[src/design/wsv_pkg.sv]
// ----------------------------------------------------------------------------
// wsv_pkg: shared types and constants of the weighted semivariogram unit
// Shared-unit operation codes, request/response words and memory word layouts.
// ----------------------------------------------------------------------------
package wsv_pkg;

  // dividend width of the shared divider: a 64-bit sum shifted left by 15
  localparam int DVD_W = 79;

  typedef enum logic [2:0] {
    ALU_MUL  = 3'b001,
    ALU_DIV  = 3'b010,
    ALU_SQRT = 3'b100
  } alu_op_e;

  typedef struct packed {
    logic    start;
    alu_op_e op;
  } alu_req_t;

  typedef struct packed {
    logic             done;
    logic [DVD_W-1:0] res;
  } alu_rsp_t;

  typedef struct packed {
    logic [31:0] x;
    logic [31:0] y;
    logic [31:0] w;
    logic [31:0] z;
  } pt_t;

  typedef struct packed {
    logic [63:0] wsum;
    logic [63:0] dsum;
  } bin_t;

endpackage

[src/design/wsv_alu.sv]
// ----------------------------------------------------------------------------
// wsv_alu: shared arithmetic unit
// Registered 32x32 multiply, one-bit-a-cycle long division, two-bit-a-cycle
// integer square root. Result held until the next start.
// ----------------------------------------------------------------------------
module wsv_alu import wsv_pkg::*; (
  input  logic             clk_i,
  input  logic             rst_ni,
  input  alu_req_t         req_i,
  input  logic [DVD_W-1:0] opa_i,
  input  logic [63:0]      opb_i,
  output alu_rsp_t         rsp_o
);

  logic             busy_q, busy_d;
  logic             done_q, done_d;
  alu_op_e          op_q, op_d;
  logic [6:0]       cnt_q, cnt_d;
  logic [DVD_W-1:0] res_q, res_d;
  logic [DVD_W-1:0] dvd_q, dvd_d;
  logic [64:0]      rem_q, rem_d;
  logic [63:0]      dvsr_q, dvsr_d;

  logic [63:0] prod;
  logic [64:0] rsh;
  logic [63:0] root_t;

  always_comb begin
    busy_d = busy_q;
    done_d = 1'b0;
    op_d   = op_q;
    cnt_d  = cnt_q;
    res_d  = res_q;
    dvd_d  = dvd_q;
    rem_d  = rem_q;
    dvsr_d = dvsr_q;
    prod   = opa_i[31:0] * opb_i[31:0];
    rsh    = {rem_q[63:0], dvd_q[DVD_W-1]};
    root_t = res_q[63:0] + dvsr_q;

    if (req_i.start) begin
      op_d = req_i.op;
      case (req_i.op)
        ALU_MUL: begin
          res_d  = DVD_W'(prod);
          done_d = 1'b1;
        end
        ALU_DIV: begin
          busy_d = 1'b1;
          cnt_d  = 7'(DVD_W - 1);
          rem_d  = '0;
          dvd_d  = opa_i;
          dvsr_d = opb_i;
          res_d  = '0;
        end
        ALU_SQRT: begin
          busy_d = 1'b1;
          cnt_d  = 7'd31;
          rem_d  = {1'b0, opa_i[63:0]};
          res_d  = '0;
          dvsr_d = 64'h4000_0000_0000_0000;
        end
        default: ;
      endcase
    end else if (busy_q) begin
      if (op_q == ALU_DIV) begin
        // shift in one dividend bit, subtract when it fits
        if (rsh >= {1'b0, dvsr_q}) begin
          rem_d = rsh - {1'b0, dvsr_q};
          res_d = {res_q[DVD_W-2:0], 1'b1};
        end else begin
          rem_d = rsh;
          res_d = {res_q[DVD_W-2:0], 1'b0};
        end
        dvd_d = {dvd_q[DVD_W-2:0], 1'b0};
      end else begin
        if (rem_q[63:0] >= root_t) begin
          rem_d = {1'b0, rem_q[63:0] - root_t};
          res_d = DVD_W'((res_q[63:0] >> 1) + dvsr_q);
        end else begin
          res_d = DVD_W'(res_q[63:0] >> 1);
        end
        dvsr_d = dvsr_q >> 2;
      end
      if (cnt_q == 7'd0) begin
        busy_d = 1'b0;
        done_d = 1'b1;
      end else begin
        cnt_d = cnt_q - 7'd1;
      end
    end
  end

  always_ff @(posedge clk_i or negedge rst_ni) begin
    if (!rst_ni) begin
      busy_q <= 1'b0;
      done_q <= 1'b0;
      op_q   <= ALU_MUL;
      cnt_q  <= '0;
    end else begin
      busy_q <= busy_d;
      done_q <= done_d;
      op_q   <= op_d;
      cnt_q  <= cnt_d;
    end
  end

  always_ff @(posedge clk_i) begin
    res_q  <= res_d;
    dvd_q  <= dvd_d;
    rem_q  <= rem_d;
    dvsr_q <= dvsr_d;
  end

  assign rsp_o = '{done: done_q, res: res_q};

endmodule

[config.mk]
export PLATFORM = sky130hd
export DESIGN_NAME = wsv_alu
export DESIGN_NICKNAME = d
export VERILOG_FILES = /design/src/design/wsv_pkg.sv /design/src/design/wsv_alu.sv
export SDC_FILE = /design/constraint.sdc
export NUM_CORES = 2
export LEC_CHECK = 0
export ABC_AREA = 1
export BUFFER_PORTS_ARGS = -buffer_cell sky130_fd_sc_hd__buf_2
export CORE_AREA = 2 2 496 498
export CTS_CLUSTER_DIAMETER = 50
export DETAILED_ROUTE_END_ITERATION = 8
export DIE_AREA = 0 0 498 500
export HOLD_SLACK_MARGIN = 0.15
export SYNTH_ARGS = -nofsm -noshare
export SYNTH_HDL_FRONTEND = slang
export SYNTH_SLANG_ARGS = --single-unit
[constraint.sdc]
create_clock -name clk_i -period 10.3 [get_ports clk_i]
set_input_delay 1.03 -clock clk_i [delete_from_list [all_inputs] [get_ports clk_i]]
set_output_delay 1.03 -clock clk_i [all_outputs]
set_load 0.1 [all_outputs]
### Word-level counts from Yosys, hierarchy flattened

Cells that the tools add are included.

* $add $sub $neg: 5
* multiply operators: 1
* magnitude comparators: 2
* equality and inequality tests: 10
* mux-type cells: 32
* reductions and logical operators: 10

Operators with widths (number)
* two-way mux 79 bit: 7
* two-way mux 64 bit: 8
* case mux 64 bit (2 select lines): 2
* case mux 79 bit (2 select lines): 1
* subtractor 64 bit: 2
* adder 63 x 64 -> 65 bit: 1
* >= comparator 65 x 64 -> 1 bit: 1
* two-way mux 65 bit: 1
* adder 64 bit: 1
* >= comparator 64 bit: 1
* multiplier 32 x 32 -> 64 bit: 1
* two-way mux 7 bit: 3
* case mux 7 bit (2 select lines): 1
* AND reduction 3 bit: 4
* two-way mux 1 bit: 9
* zero test 7 bit: 1
* subtractor 7 x 1 -> 7 bit (second input constant): 1
* == test 3 x 2 -> 1 bit (second input constant): 2
* != test 2 bit (second input constant): 3
* nonzero test 2 bit: 2
* == test 3 x 1 -> 1 bit (second input constant): 1
* == test 3 bit (second input constant): 1
* != test 3 x 1 -> 1 bit (second input constant): 1
* != test 3 x 2 -> 1 bit (second input constant): 1
* other kinds (4): 4

* flip-flop bits (word level): 298
* input port bits: 149

### Logic depth before layout (Yosys ltp)

* depth in word-level cells: 6
* mapped depth: 34
* depth with buffers taken out: 32

### Least setup slack after synthesis

Ideal clock, no wire load.

* path type: input port to flip-flop
* from: input port req_i[3] (netlist bit)
* to: register dvd_q[0] (enable)
* library setup time: 0.636 ns
* data arrival time: 7.245 ns
* data required time: 9.664 ns
* slack: 2.419 ns
* stages: 3
* cells stage by stage: inv_1 > clkbuf_1 > o32ai_1

* word-level cells in the longest chain between the ends: 2

RTL lines
* from (decl): RTL line wsv_alu.sv:9 `input alu_req_t req_i,`
* != test 2 x 1 -> 1 bit (no line) / nonzero test 2 bit (equally long branches)
* AND reduction 3 bit (no line) (*)
* to (signal assigned): RTL line wsv_alu.sv:110 `dvd_q <= dvd_d;`
* to (decl): RTL line wsv_alu.sv:20 `logic [DVD_W-1:0] dvd_q, dvd_d;`

Every way passes the cells marked *; elsewhere a longest branch is shown, timed or not.
A chain may end at the register's enable or synchronous reset.

### Worst setup path in the final report

* from: input port opa_i[14]
* to: register res_q[37], data pin

* word-level cells in the longest chain between the ends: 3

RTL lines
* from (decl): RTL line wsv_alu.sv:10 `input logic [DVD_W-1:0] opa_i,`
* multiplier 32 x 32 -> 64 bit: RTL line wsv_alu.sv:37 `prod = opa_i[31:0] * opb_i[31:0];`
* case mux 79 bit (2 select lines): RTL line wsv_alu.sv:43 `case (req_i.op)`
* two-way mux 79 bit: RTL line wsv_alu.sv:41 `if (req_i.start) begin`
* net res_d[37]: RTL line wsv_alu.sv:19 `logic [DVD_W-1:0] res_q, res_d;`
* to (signal assigned): RTL line wsv_alu.sv:109 `res_q <= res_d;`
* to (decl): RTL line wsv_alu.sv:19

The timed path passes the listed nets, and every way through them passes these cells. The select of a mux whose other input is x is not followed.

==> flow_metrics.env <==
export IMPL_period_minus_slack_ns=8.14
export IMPL_status="finished, final reports clean"
export IMPL_post_cts_resized=0
export IMPL_post_cts_buffers=0
export IMPL_rsz0062_at_grt="false"
export IMPL_first_iter_violations=8446
export IMPL_vias_per_cell=4.92
export IMPL_fin_skew_ns=0.0841
export IMPL_cts_root_buf="clkbuf_16"
export IMPL_fin_tns_setup_ns=0
export IMPL_grt_ovfl_total=0
export IMPL_register_area_sq_um=8890
export IMPL_syn_area_per_cell_sq_um=6.49
export IMPL_grt_pass1_wl_um=467000
export IMPL_dr_pass1_iters=9
export IMPL_hold_buffers=0
export IMPL_synth_nets=12771
export IMPL_multiInputGateArea_sq_um=51800
export IMPL_yosysMostFrequentCell="nand2_1"
export IMPL_cp_start_kind="primary input"
export IMPL_initial_core_util=0.298
export IMPL_slowest_stage="buf_2"
export IMPL_synthDistinctLibCells=55
export IMPL_die_w_um=498
export IMPL_end_kind="register"
export IMPL_cp_num_buf_inv=6
export IMPL_dp_hpwl_um=268000
export IMPL_grt_max_degree=116
export IMPL_startpoint="opa_i[14]"
export IMPL_fin_nets=12780
export IMPL_required_ns=10.72
export IMPL_synth_edff_count=286
export IMPL_synth_top_area_cell="fa_1"
export IMPL_slowest_delay_ns=0.66
export IMPL_cts_tree="done"
export IMPL_rr_startpoint="res_q[0]"
export IMPL_max_freq_mhz=123
export IMPL_cts_made_buffers=50
export IMPL_io_pins=229
export IMPL_ys_flop_type="edfxtp_1"
export IMPL_drc=0
export IMPL_crit_fanout=26
export IMPL_synth_seq_cells=298
export IMPL_final_max_slew_viol_count=0
export IMPL_maxSlewHeadroom=0.177
export IMPL_rows=182
export IMPL_track_usage=0.254
export IMPL_hold_viol=0
export IMPL_synth_area_leaders="fa_1, nand2_1, inv_1, edfxtp_1, ha_1"
export IMPL_clockBufferDepth=3
export IMPL_synth_top_area_frac=0.248
export IMPL_cpMostUsedCell="fa_1"
export IMPL_ys_top_cells_by_count="nand2_1, inv_1, fa_1, nor2_1, nand3_1"
export IMPL_period_share=0.790
export IMPL_die_area_sq_um=249000
export IMPL_drive_gt1_frac=0.0430
export IMPL_grt_pass1_vias=70184
export IMPL_cts_num_sinks=298
export IMPL_seq_area_frac_synth=0.122
export IMPL_cts_clk_slew_worst_paths_ns=0.06
export IMPL_worstMarginPinSlew_ns=1.24
export IMPL_wl_per_cell_um=22.2
export IMPL_arrival_ns=8.56
export IMPL_htreeDepth=2
export IMPL_gp_congestion=1.05
export IMPL_syn_cell_area_sq_um=72700
export IMPL_die_h_um=500
export IMPL_critical_path_class="primary input to register"
export IMPL_vias=71346
export IMPL_area_growth_pct=8.53
export IMPL_wl_um=322000
export IMPL_syn_instance_count=11203
export IMPL_finalSetupViolations=0
export IMPL_final_core_util=0.323
export IMPL_hold_path_class="primary input to asynchronous set/reset pin"
export IMPL_core_area_sq_um=244000
export IMPL_antenna_found_initial=24
export IMPL_cap_violations=0
export IMPL_port_buffers=228
export IMPL_synth_async_reset_ratio=0.0403
export IMPL_clock_latency_ns=0.69
export IMPL_critPathTopFamily="adder cells"
export IMPL_nFillCells=27192
export IMPL_drtAntennaViolNets=0
export IMPL_yosysWarnings=0
[state kept, by name, summed over array words and instances (netlist names)]
name and flops:
busy_q 1, dvd_q 79, cnt_q 7, done_q 1, dvsr_q 64, rem_q 64, op_q 3, res_q 79
[cells by family after synthesis]
| kind of cell | Yosys count | synth area share |
|---|---|---|
| buffers and inverters | 3174 | 0.165 |
| AND/OR/NAND/NOR | 5435 | 0.304 |
| adder cells (fa/ha/maj) | 1419 | 0.337 |
| XOR/XNOR | 125 | 0.0151 |
| AO/OA/AOI/OAI | 752 | 0.0556 |
| flip-flops | 298 | 0.122 |
[through the flow]
stage / cells / hold slack [ns] / instance area (sq um) / worst slack (ns)
2_1_floorplan: 11203 / 0.454 / 72700 / 2.42
5_1_grt: 14480 / 0.243 / 78900 / 1.92
3_3_place_gp: 14380 / 0.468 / 77100 / 1.56
3_5_place_dp: 14380 / 0.475 / 77100 / 1.61
4_1_cts: 14473 / 0.219 / 78900 / 2.29
6_report: 14487 / 0.229 / 78900 / 2.16
[layer usage]
| layer | routed length, um | track usage | up-vias |
|---|---|---|---|
| met5 | 57 | 0 | - |
| met4 | 21400 | 0.143 | 6 |
| met3 | 26900 | 0.0383 | 730 |
| met2 | 142000 | 0.402 | 3395 |
| met1 | 131000 | 0.330 | 33920 |
| li1 | - | - | 33295 |
[cells in the final DEF (no fill, tap or decap), types with 7 or more instances in the layout]
master,instances
a21o_1,14
a21oi_1,375
a31oi_1,8
buf_2,227
buf_4,93
clkbuf_1,7
clkbuf_16,50
dfrtp_1,11
diode_2,14
edfxtp_1,286
fa_1,900
ha_1,519
inv_1,2798
inv_2,9
inv_6,12
nand2_1,3876
nand3_1,577
nand3b_1,106
nand4_1,91
nor2_1,626
nor2_2,11
nor3_1,77
nor4_1,11
o211ai_1,15
o21ai_0,262
o21ai_1,7
o21bai_1,46
or2_2,27
xnor2_1,81
xor2_1,44
[worst paths after layout]
check	depth (start not counted)	slack [ns]	endpoint
worst max-delay path	26	2.16	res_q[37]
worst min-delay path	1	0.23	cnt_q[5]
worst max register to register	25	3.53	res_q[63]
worst min register to register	2	0.49	op_q[2]
max in group asynchronous	1	9.78	op_q[0]
min in group clk_i	2	0.49	op_q[2]
[area by class of cell]
cell class / count / area share
Antenna cell: 14 / 0.000444
Clock buffer: 57 / 0.0162
Clock inverter: 36 / 0.00565
Inverter: 2810 / 0.134
Multi-Input combinational cell: 7731 / 0.657
Sequential cell: 298 / 0.113
Tap cell: 3220 / 0.0511
Timing Repair Buffer: 321 / 0.0234
[worst reg2reg max path, delay by kind of cell, from the launching register on]
| family | cells | cell delay [ns] |
|---|---|---|
| adders and majority gates | 3 | 1.18 |
| DFF | 1 | 0.61 |
| buffers and inverters | 2 | 0.84 |
| AOI/OAI and AO/OA | 5 | 1.36 |
| and+or+nand+nor | 15 | 2.61 |
Power is left out: the tool's default activity adds up to more than one toggle a clock period on the data nets, which glitch-free logic cannot reach.
