===== src/design/wsv_ram.sv =====
// ----------------------------------------------------------------------------
// wsv_ram: generic single-port-write, single-port-read RAM
// One write and one read per cycle, read data registered.
// ----------------------------------------------------------------------------
module wsv_ram #(
  parameter int WIDTH = 8,
  parameter int DEPTH = 16
) (
  input  logic                                         clk_i,
  input  logic                                         we_i,
  input  logic [((DEPTH > 1) ? $clog2(DEPTH) : 1)-1:0] waddr_i,
  input  logic [WIDTH-1:0]                             wdata_i,
  input  logic [((DEPTH > 1) ? $clog2(DEPTH) : 1)-1:0] raddr_i,
  output logic [WIDTH-1:0]                             rdata_o
);

  logic [WIDTH-1:0] mem_q [DEPTH];
  logic [WIDTH-1:0] rdata_q;

  always_ff @(posedge clk_i) begin
    if (we_i) begin
      mem_q[waddr_i] <= wdata_i;
    end
    rdata_q <= mem_q[raddr_i];
  end

  assign rdata_o = rdata_q;

endmodule


===== config.mk =====
export PLATFORM = sky130hd
export DESIGN_NAME = wsv_ram
export DESIGN_NICKNAME = d
export VERILOG_FILES = /design/src/design/wsv_ram.sv
export SDC_FILE = /design/constraint.sdc
export NUM_CORES = 1
export LEC_CHECK = 0
export BUFFER_PORTS_ARGS = -buffer_cell sky130_fd_sc_hd__buf_2
export CAP_MARGIN = 30
export CELL_PAD_IN_SITES_DETAIL_PLACEMENT = 0
export CELL_PAD_IN_SITES_GLOBAL_PLACEMENT = 1
export CORE_ASPECT_RATIO = 1.25
export CORE_MARGIN = 1.5
export CORE_UTILIZATION = 53
export DETAILED_ROUTE_END_ITERATION = 8
export GPL_TIMING_DRIVEN = 1
export PLACE_DENSITY_LB_ADDON = 0.3
export SYNTH_ARGS = -nofsm -noshare
export SYNTH_HDL_FRONTEND = slang
export SYNTH_SLANG_ARGS = --single-unit
export TNS_END_PERCENT = 30

===== constraint.sdc =====
create_clock -name clk_i -period 1.7 [get_ports clk_i]
set_input_delay 0.085 -clock clk_i [delete_from_list [all_inputs] [get_ports clk_i]]
set_output_delay 0.085 -clock clk_i [all_outputs]
set_load 0.02 [all_outputs]

-- After elaboration in Yosys (flattened, before gate mapping)
Memories as Yosys holds them, arrays and structs flattened. A register that Yosys moved wholly into a read port is not among the register bits.
Cells that the tools add are included.
- mux-type cells: 2
- operators by type and width (kind ; number):
    1-bit two-way mux ; 2
- flip-flop bits (word level): 0
- bits in writable memories: 128
- output and inout bits: 8
- logic and storage cells: 3
- memories: 1
- memory list (memory ; depth ; bits a word ; rd ports ; clocked after memory_dff ; wr ports ; line ; source):
    mem_q ; 16 ; 8 ; 1 ; 1 ; 1 ; 17 ; logic [WIDTH-1:0] mem_q [DEPTH];

-- Depth between registers and ports, before layout
Gate-level depths: netlist (run 1).
- depth after elaboration: 2
- mapped depth: 5
- gate-level depth less buffers: 3

-- Worst setup path before layout (run 1)
No wires, ideal clock.
- kind: input port to flip-flop
- start point: in waddr_i[2] in the netlist's numbering
- end point: mem mem_q[0][0] (enable)
- setup time: 383 ps
- arrival time: 1195 ps
- setup slack: 122 ps
- stages: 2
- path through: or3b_2 -> nor3_1
- RTL lines (element ; line ; source):
    from (decl) ; 11 ; input logic [((DEPTH > 1) ? $clog2(DEPTH) : 1)-1:0] waddr_i,
    to (decl) ; 17 ;
No word-level cell before the write port.

==> results of run 1 <==
==> layout make-up <==
cell class | count | area, um^2 | share of cell area, %
flip-flops and latches | 136 | 4000 | 65.0
multi-input cells | 83 | 1060 | 17.2
clock buffers | 23 | 468 | 7.60
repair buffers | 50 | 350 | 5.69
well taps | 126 | 158 | 2.56
clock inverters | 9 | 124 | 2.01
==> cell families after synthesis <==
kind of cell           share of synthesized area, %
multiplexers                                   15.0
flip-flops                                     77.8
AND/OR/NAND/NOR                                3.18
buffers and inverters                          1.68
AO/OA/AOI/OAI                                  2.33
==> placed cells by master, fill, tap and decap left out <==
| cell | n |
|---|---|
| nor2_1 | 13 |
| dfxtp_1 | 8 |
| a22oi_1 | 16 |
| clkinv_1 | 1 |
| bufinv_16 | 3 |
| nand3_1 | 1 |
| mux4_1 | 14 |
| nor3_1 | 4 |
| clkbuf_16 | 17 |
| clkbuf_8 | 2 |
| mux4_2 | 18 |
| clkinv_2 | 3 |
| edfxtp_1 | 128 |
| and2b_1 | 1 |
| buf_12 | 3 |
| clkinvlp_4 | 2 |
| buf_4 | 22 |
| nand3b_1 | 2 |
| nand2_1 | 9 |
| or3b_2 | 1 |
| clkbuf_1 | 4 |
| nand2b_1 | 2 |
| nor2b_1 | 1 |
| and2_1 | 1 |
| buf_2 | 25 |
==> through the flow <==
| stage | setup slack, ns | utilization, % | hold slack, ns | cells |
|---|---|---|---|---|
| floorplan | 0.122 | - | 0.184 | 229 |
| global placement | 0.291 | 58.6 | 0.463 | 395 |
| detailed placement | 0.223 | 58.6 | 0.472 | 395 |
| CTS | 0.373 | 64.8 | 0.0349 | 427 |
| global route | 0.305 | 64.8 | 0.0542 | 427 |
| finish | 0.378 | 64.8 | 0.0611 | 427 |
==> routing by layer <==
layer | track usage, % | vias up | wire length [um]
met5 | 0 | - | 0
li1 | - | 1093 | -
met2 | 33.7 | 99 | 5170
met4 | 9.58 | 0 | 173
met1 | 27.9 | 1280 | 3980
met3 | 5.24 | 11 | 539
==> flip-flops by register name (all words and copies together), names as in the netlist <==
name and cells:
mem_q 128, rdata_o 8
==> power by group through the flow <==
stage               Clock (mW)  Combinational, mW  Sequential, mW
finish                    3.63              0.381            3.77
global route              3.84              0.410            3.77
CTS                       3.69              0.385            3.77
detailed placement           0              0.383            3.84
global placement             0              0.375            3.84
floorplan                    0              0.190            3.86
==> path summary, 6_finish.rpt <==
kind,startpoint,endpoint,slack [ns]
worst max register to register,mem_q[3][4],rdata_o[4],0.38
worst max-delay path,mem_q[3][4],rdata_o[4],0.38
worst min-delay path,wdata_i[6],mem_q[7][6],0.06
worst min register to register,mem_q[11][2],rdata_o[2],0.67
==> worst max-delay path: cells and delay by family (launching register included) <==
family          cells  cell delay [ns]
flops               1             0.37
mux                 1             0.48
simple gates        1             0.08
compound gates      1             0.28
==> metrics.txt, run 1 <==
CTS tree=yes; placed inst area=roughly 5600 um^2; area of the core=between 9000 and 10000 um^2; largest voltage drop on the vdd net=between 0.6 and 0.7 mV; Mapped Avg Cell Area=approximately 22 um^2; worst clock skew on the final layout=approximately 0.0055 ns; fraction of final layout cells with drive strength greater than 1=31.9%; Area Overhead vs Synth=19.7%; clock latency at the later pin of the worst-skew pair=just over 0.4 ns; cts hold-fix bufs=0; max-cap viol count=0; Seq/Total Area, Yosys=between 70% and 80%; most numerous cell types in the synthesized netlist=edfxtp_1, mux4_2, a22oi_1; RSZ-0062 raised after global routing=no; type of the tightest min-delay check=input pin to register; chip width=just over 90 um; most common cell in the synthesized netlist=edfxtp_1; result of the run=complete, no violations; synthesized cell area=5150 um^2; sequential cell fraction of total power=48.5%; Pre-Repair DR Iteration Count=4; maximum number of pins on one net before global-route repair=21; synthesized instance count=roughly 230; wirelength, routed=around 9900 um; combinational group share of total power=between 4 and 5%; main area contributors after synthesis=edfxtp_1, mux4_2, mux4_1, dfxtp_1, a22oi_1; most used flip-flop cell after synthesis=edfxtp_1; total setup violations reported at the end of the flow=0; power per standard cell area=between 1000 and 1500 nW/um^2; ordered list of cells on the worst path=mux4_2 -> a22oi_1 -> nand2_1; number of flip-flops and latches in the synthesized netlist=roughly 140; Hold Vio Cnt, Final=0; H-tree level count=4; cell with the largest stage delay on the worst path=mux4_2; relative slew slack=around 65%; number of buffers inserted by post-CTS setup repair=0; TritonCTS Sinks=around 140; leakage power of the design=between 2 and 2.5 nW; fin nets=about 310; clock buffer depth=2; Least-Margin Pin Slew=0.530 ns; Crit path largest cell delay=0.48 ns; gr ovfl total=0; type of the setup path with the least slack=register to register; post-synthesis net count=roughly 250; final HPWL from detailed placement=~6200 um; final design instance area without fill=roughly 6000 um^2; number of placed I/O pins=26; Fmax=757 MHz; required time of the critical path=between 1.5 and 2 ns; CTS-repair resized insts=0; most area-hungry cell type in the Yosys netlist=edfxtp_1; total power=7.78 mW; number of design-rule violations left by the first detailed-router iteration=between 200 and 250; number of antenna repair diodes=0; port bufs=25; number of filler instances in the final layout=approximately 670; via-per-instance ratio=5.81; Final ANT Viol Nets=0; post-synthesis cell type count=19; number of DRC violations after detailed routing=0; all-layer global routing usage=between 20% and 30%; total die area=just over 10000 um^2; power share of the clock group=46.6%; clock edge transition at the registers on the reported setup and hold paths=0.06 ns; Fin Setup TNS=0 ns; Tmin final=roughly 1.3 ns; Vias=2483; placer congestion estimate=roughly 0.77; EDFF count, synth=roughly 130; starting density of the core=between 50% and 60%; number of pins exceeding their max-slew limit in the final report=0; switching part of the total power=about a fifth; crit path DAT=about 1.6 ns; Tcrit/Tclk final=roughly 78%; Die H=about 110 um; internal power=6.28 mW; number of cells on the worst hold path=1; library cell used as clock root buffer=clkbuf_16; Worst setup EP type=register; via count of the first global-routing pass=2528; CP startpoint kind=register; standard-cell row count=40; Yosys top cell area share=74.7%; Async S/R FF share, synth=0%; Register-to-Register Path Depth=3; Switching Power=approximately 1.5 mW; average detailed-routed wire length per instance=around 23 um; Max Fanout on Critical Path=1; CTS buffer count=17; count of yosys warnings during synthesis=0; number of antenna violations at the first check in global routing=0; global-route wire length before repair=about 15000 um
(Power assumes the default switching activity.)
==> run 2: changes to the inputs <==
--- a/config.mk
+++ b/config.mk
@@ -11,7 +11,7 @@
 export CELL_PAD_IN_SITES_GLOBAL_PLACEMENT = 1
 export CORE_ASPECT_RATIO = 1.25
 export CORE_MARGIN = 1.5
-export CORE_UTILIZATION = 53
+export CORE_UTILIZATION = 48
 export DETAILED_ROUTE_END_ITERATION = 8
 export GPL_TIMING_DRIVEN = 1
 export PLACE_DENSITY_LB_ADDON = 0.3
==> constraint.sdc (replaced) <==
create_clock -name clk_i -period 1.2 [get_ports clk_i]
set_input_delay 0.06 -clock clk_i [delete_from_list [all_inputs] [get_ports clk_i]]
set_output_delay 0.06 -clock clk_i [all_outputs]
set_load 0.02 [all_outputs]
==> metrics.txt, run 2 (synthesis gave the netlist of run 1 again) <==
all-layer global routing usage=19.3% (was 21.2%); result of the run=complete, but fails checks (was complete, no violations); CTS buffer count=17 (unchanged); required time of the critical path=1.50 ns (was 1.99 ns); port bufs=25 (unchanged); H-tree level count=4 (unchanged); final HPWL from detailed placement=6530 um (was 6210 um); GRT met2 Usage=30.1% (was 33.7%); number of DRC violations after detailed routing=0 (unchanged); Pre-Repair DR Iteration Count=4 (unchanged); average detailed-routed wire length per instance=21.5 um (was 23.1 um); gr ovfl total=0 (unchanged); number of pins exceeding their max-slew limit in the final report=0 (unchanged); TritonCTS Sinks=136 (unchanged); commonest cells after routing, fill and taps aside=edfxtp_1, buf_4, mux4_2 (was edfxtp_1, buf_2, buf_4); placer congestion estimate=0.804 (was 0.773); violated checks=setup timing; cell with the largest stage delay on the worst path=mux4_1 (was mux4_2); clock buffer depth=2 (unchanged); Worst setup EP type=register (unchanged); most frequent standard cell in the layout excluding fill and tap cells=edfxtp_1 (unchanged); relative slew slack=41.8% (was 64.6%); via count of the first global-routing pass=2590 (was 2528); number of placed I/O pins=26 (unchanged); placed inst area=5680 um^2 (was 5570 um^2); post-route setup slack=-0.0615 ns (was 0.378 ns); pre-CTS WS=-0.316 ns (was 0.223 ns); number of design-rule violations left by the first detailed-router iteration=197 (was 217); standard-cell row count=42 (was 40); CP bufs+invs=0 (unchanged); maximum number of pins on one net before global-route repair=18 (was 21); Tmin final=1.26 ns (was 1.32 ns); via-per-instance ratio=5.58 (was 5.81); Max Fanout on Critical Path=1 (unchanged); register with the highest flop count=mem_q (unchanged); starting density of the core=49.0% (was 54.1%); area of the core=10500 um^2 (was 9510 um^2); Tcrit/Tclk final=105% (was 77.7%); leakage power of the design=2.11 nW (was 2.12 nW); clock edge transition at the registers on the reported setup and hold paths=0.06 ns (about the same); wirelength, routed=9550 um (was 9860 um); CTS tree=yes (unchanged); max-cap viol count=0 (unchanged); type of the setup path with the least slack=register to register (unchanged); chip width=95.6 um (was 91.1 um); power per standard cell area=1660 nW/um^2 (was 1260 nW/um^2); fin nets=318 (was 306); worst hold-check slack=0.0222 ns (was 0.0611 ns); clock latency at the later pin of the worst-skew pair=0.41 ns (about the same); Top delay family on crit path=multiplexers (unchanged); CP startpoint kind=register (unchanged); number of antenna violations at the first check in global routing=0 (unchanged); met1 GRT Util=25.0% (was 27.9%); crit path DAT=1.56 ns (was 1.61 ns); number of antenna repair diodes=0 (unchanged); RSZ-0062 raised after global routing=yes (was no); library cell used as clock root buffer=clkbuf_16 (unchanged); final design instance area without fill=6180 um^2 (was 6160 um^2); Hold Vio Cnt, Final=0 (unchanged); global route hottest layer=met2 (unchanged); worst clock skew on the final layout=0.0131 ns (was 0.00550 ns); cts hold-fix bufs=0 (unchanged); total die area=11400 um^2 (was 10300 um^2); Crit path largest cell delay=0.53 ns (was 0.48 ns); Largest register FFs=128 (unchanged); type of the tightest min-delay check=input pin to register (unchanged); global-route wire length before repair=14900 um (was 15000 um); fraction of final layout cells with drive strength greater than 1=40.9% (was 31.9%); Area Overhead vs Synth=20.1% (was 19.7%); Fmax=793 MHz (was 757 MHz); number of filler instances in the final layout=802 (was 674); Least-Margin Pin Slew=0.869 ns (was 0.530 ns); Die H=119 um (was 113 um); largest voltage drop on the vdd net=1.08 mV (was 0.665 mV); routing usage on met3=5.98% (was 5.24%); Final ANT Viol Nets=0 (unchanged); Vias=2483 (unchanged); total power=10.3 mW (was 7.78 mW); total setup violations reported at the end of the flow=7 (was 0); ordered list of cells on the worst path=mux4_1 -> a22oi_2 -> nand2_1 (was mux4_2 -> a22oi_1 -> nand2_1)
## run 2: power by group
part / switching (mW) / leakage, nW / internal, mW
combinational: 0.324 / 0.637 / 0.260
clock: 1.78 / 0.252 / 2.56
sequential: 0.0335 / 1.22 / 5.31
total: 2.14 / 2.11 / 8.13
## run 2: final timing paths
kind              depth (start not counted)          end          from  slack [ns]
setup / recovery                          3   rdata_o[3]   mem_q[4][3]       -0.06
hold / removal                            1  mem_q[3][5]    wdata_i[5]        0.02
setup reg to reg                          3   rdata_o[3]   mem_q[4][3]       -0.06
hold reg to reg                           3   rdata_o[2]  mem_q[12][2]        0.68
## run 2: metal layers
| layer | share of wire, % | wire, um |
|---|---|---|
| met5 | 0 | 0 |
| met4 | 1.4 | 131 |
| met3 | 4.3 | 409 |
| met2 | 52 | 4990 |
| met1 | 42 | 4020 |
## run 2: final cells by class
cell class	count	area [um^2]	area share, %
Clock buffer	18	429	6.94
Sequential cell	136	4000	64.8
Clock inverter	14	66.3	1.07
Timing Repair Buffer	62	453	7.33
Tap cell	132	165	2.67
Multi-Input combinational cell	83	1060	17.2
## run 2: through the flow
step	setup TNS [ns]	cells	util (%)
2_1_floorplan	-4.75	229	-
3_3_place_gp	-6.68	413	54.1
3_5_place_dp	-7.14	413	54.1
4_1_cts	-0.329	445	58.7
5_1_grt	-0.604	445	58.8
6_report	-0.236	445	58.8
## run 2: timing repair
item / 4_1_cts / 5_1_grt
hold endpoints to repair: 0 / 0
resized for setup: 19 / 2
setup buffers: 0 / 0
pin swaps: 12 / 1
endpoints found under the setup margin: 8 / 8
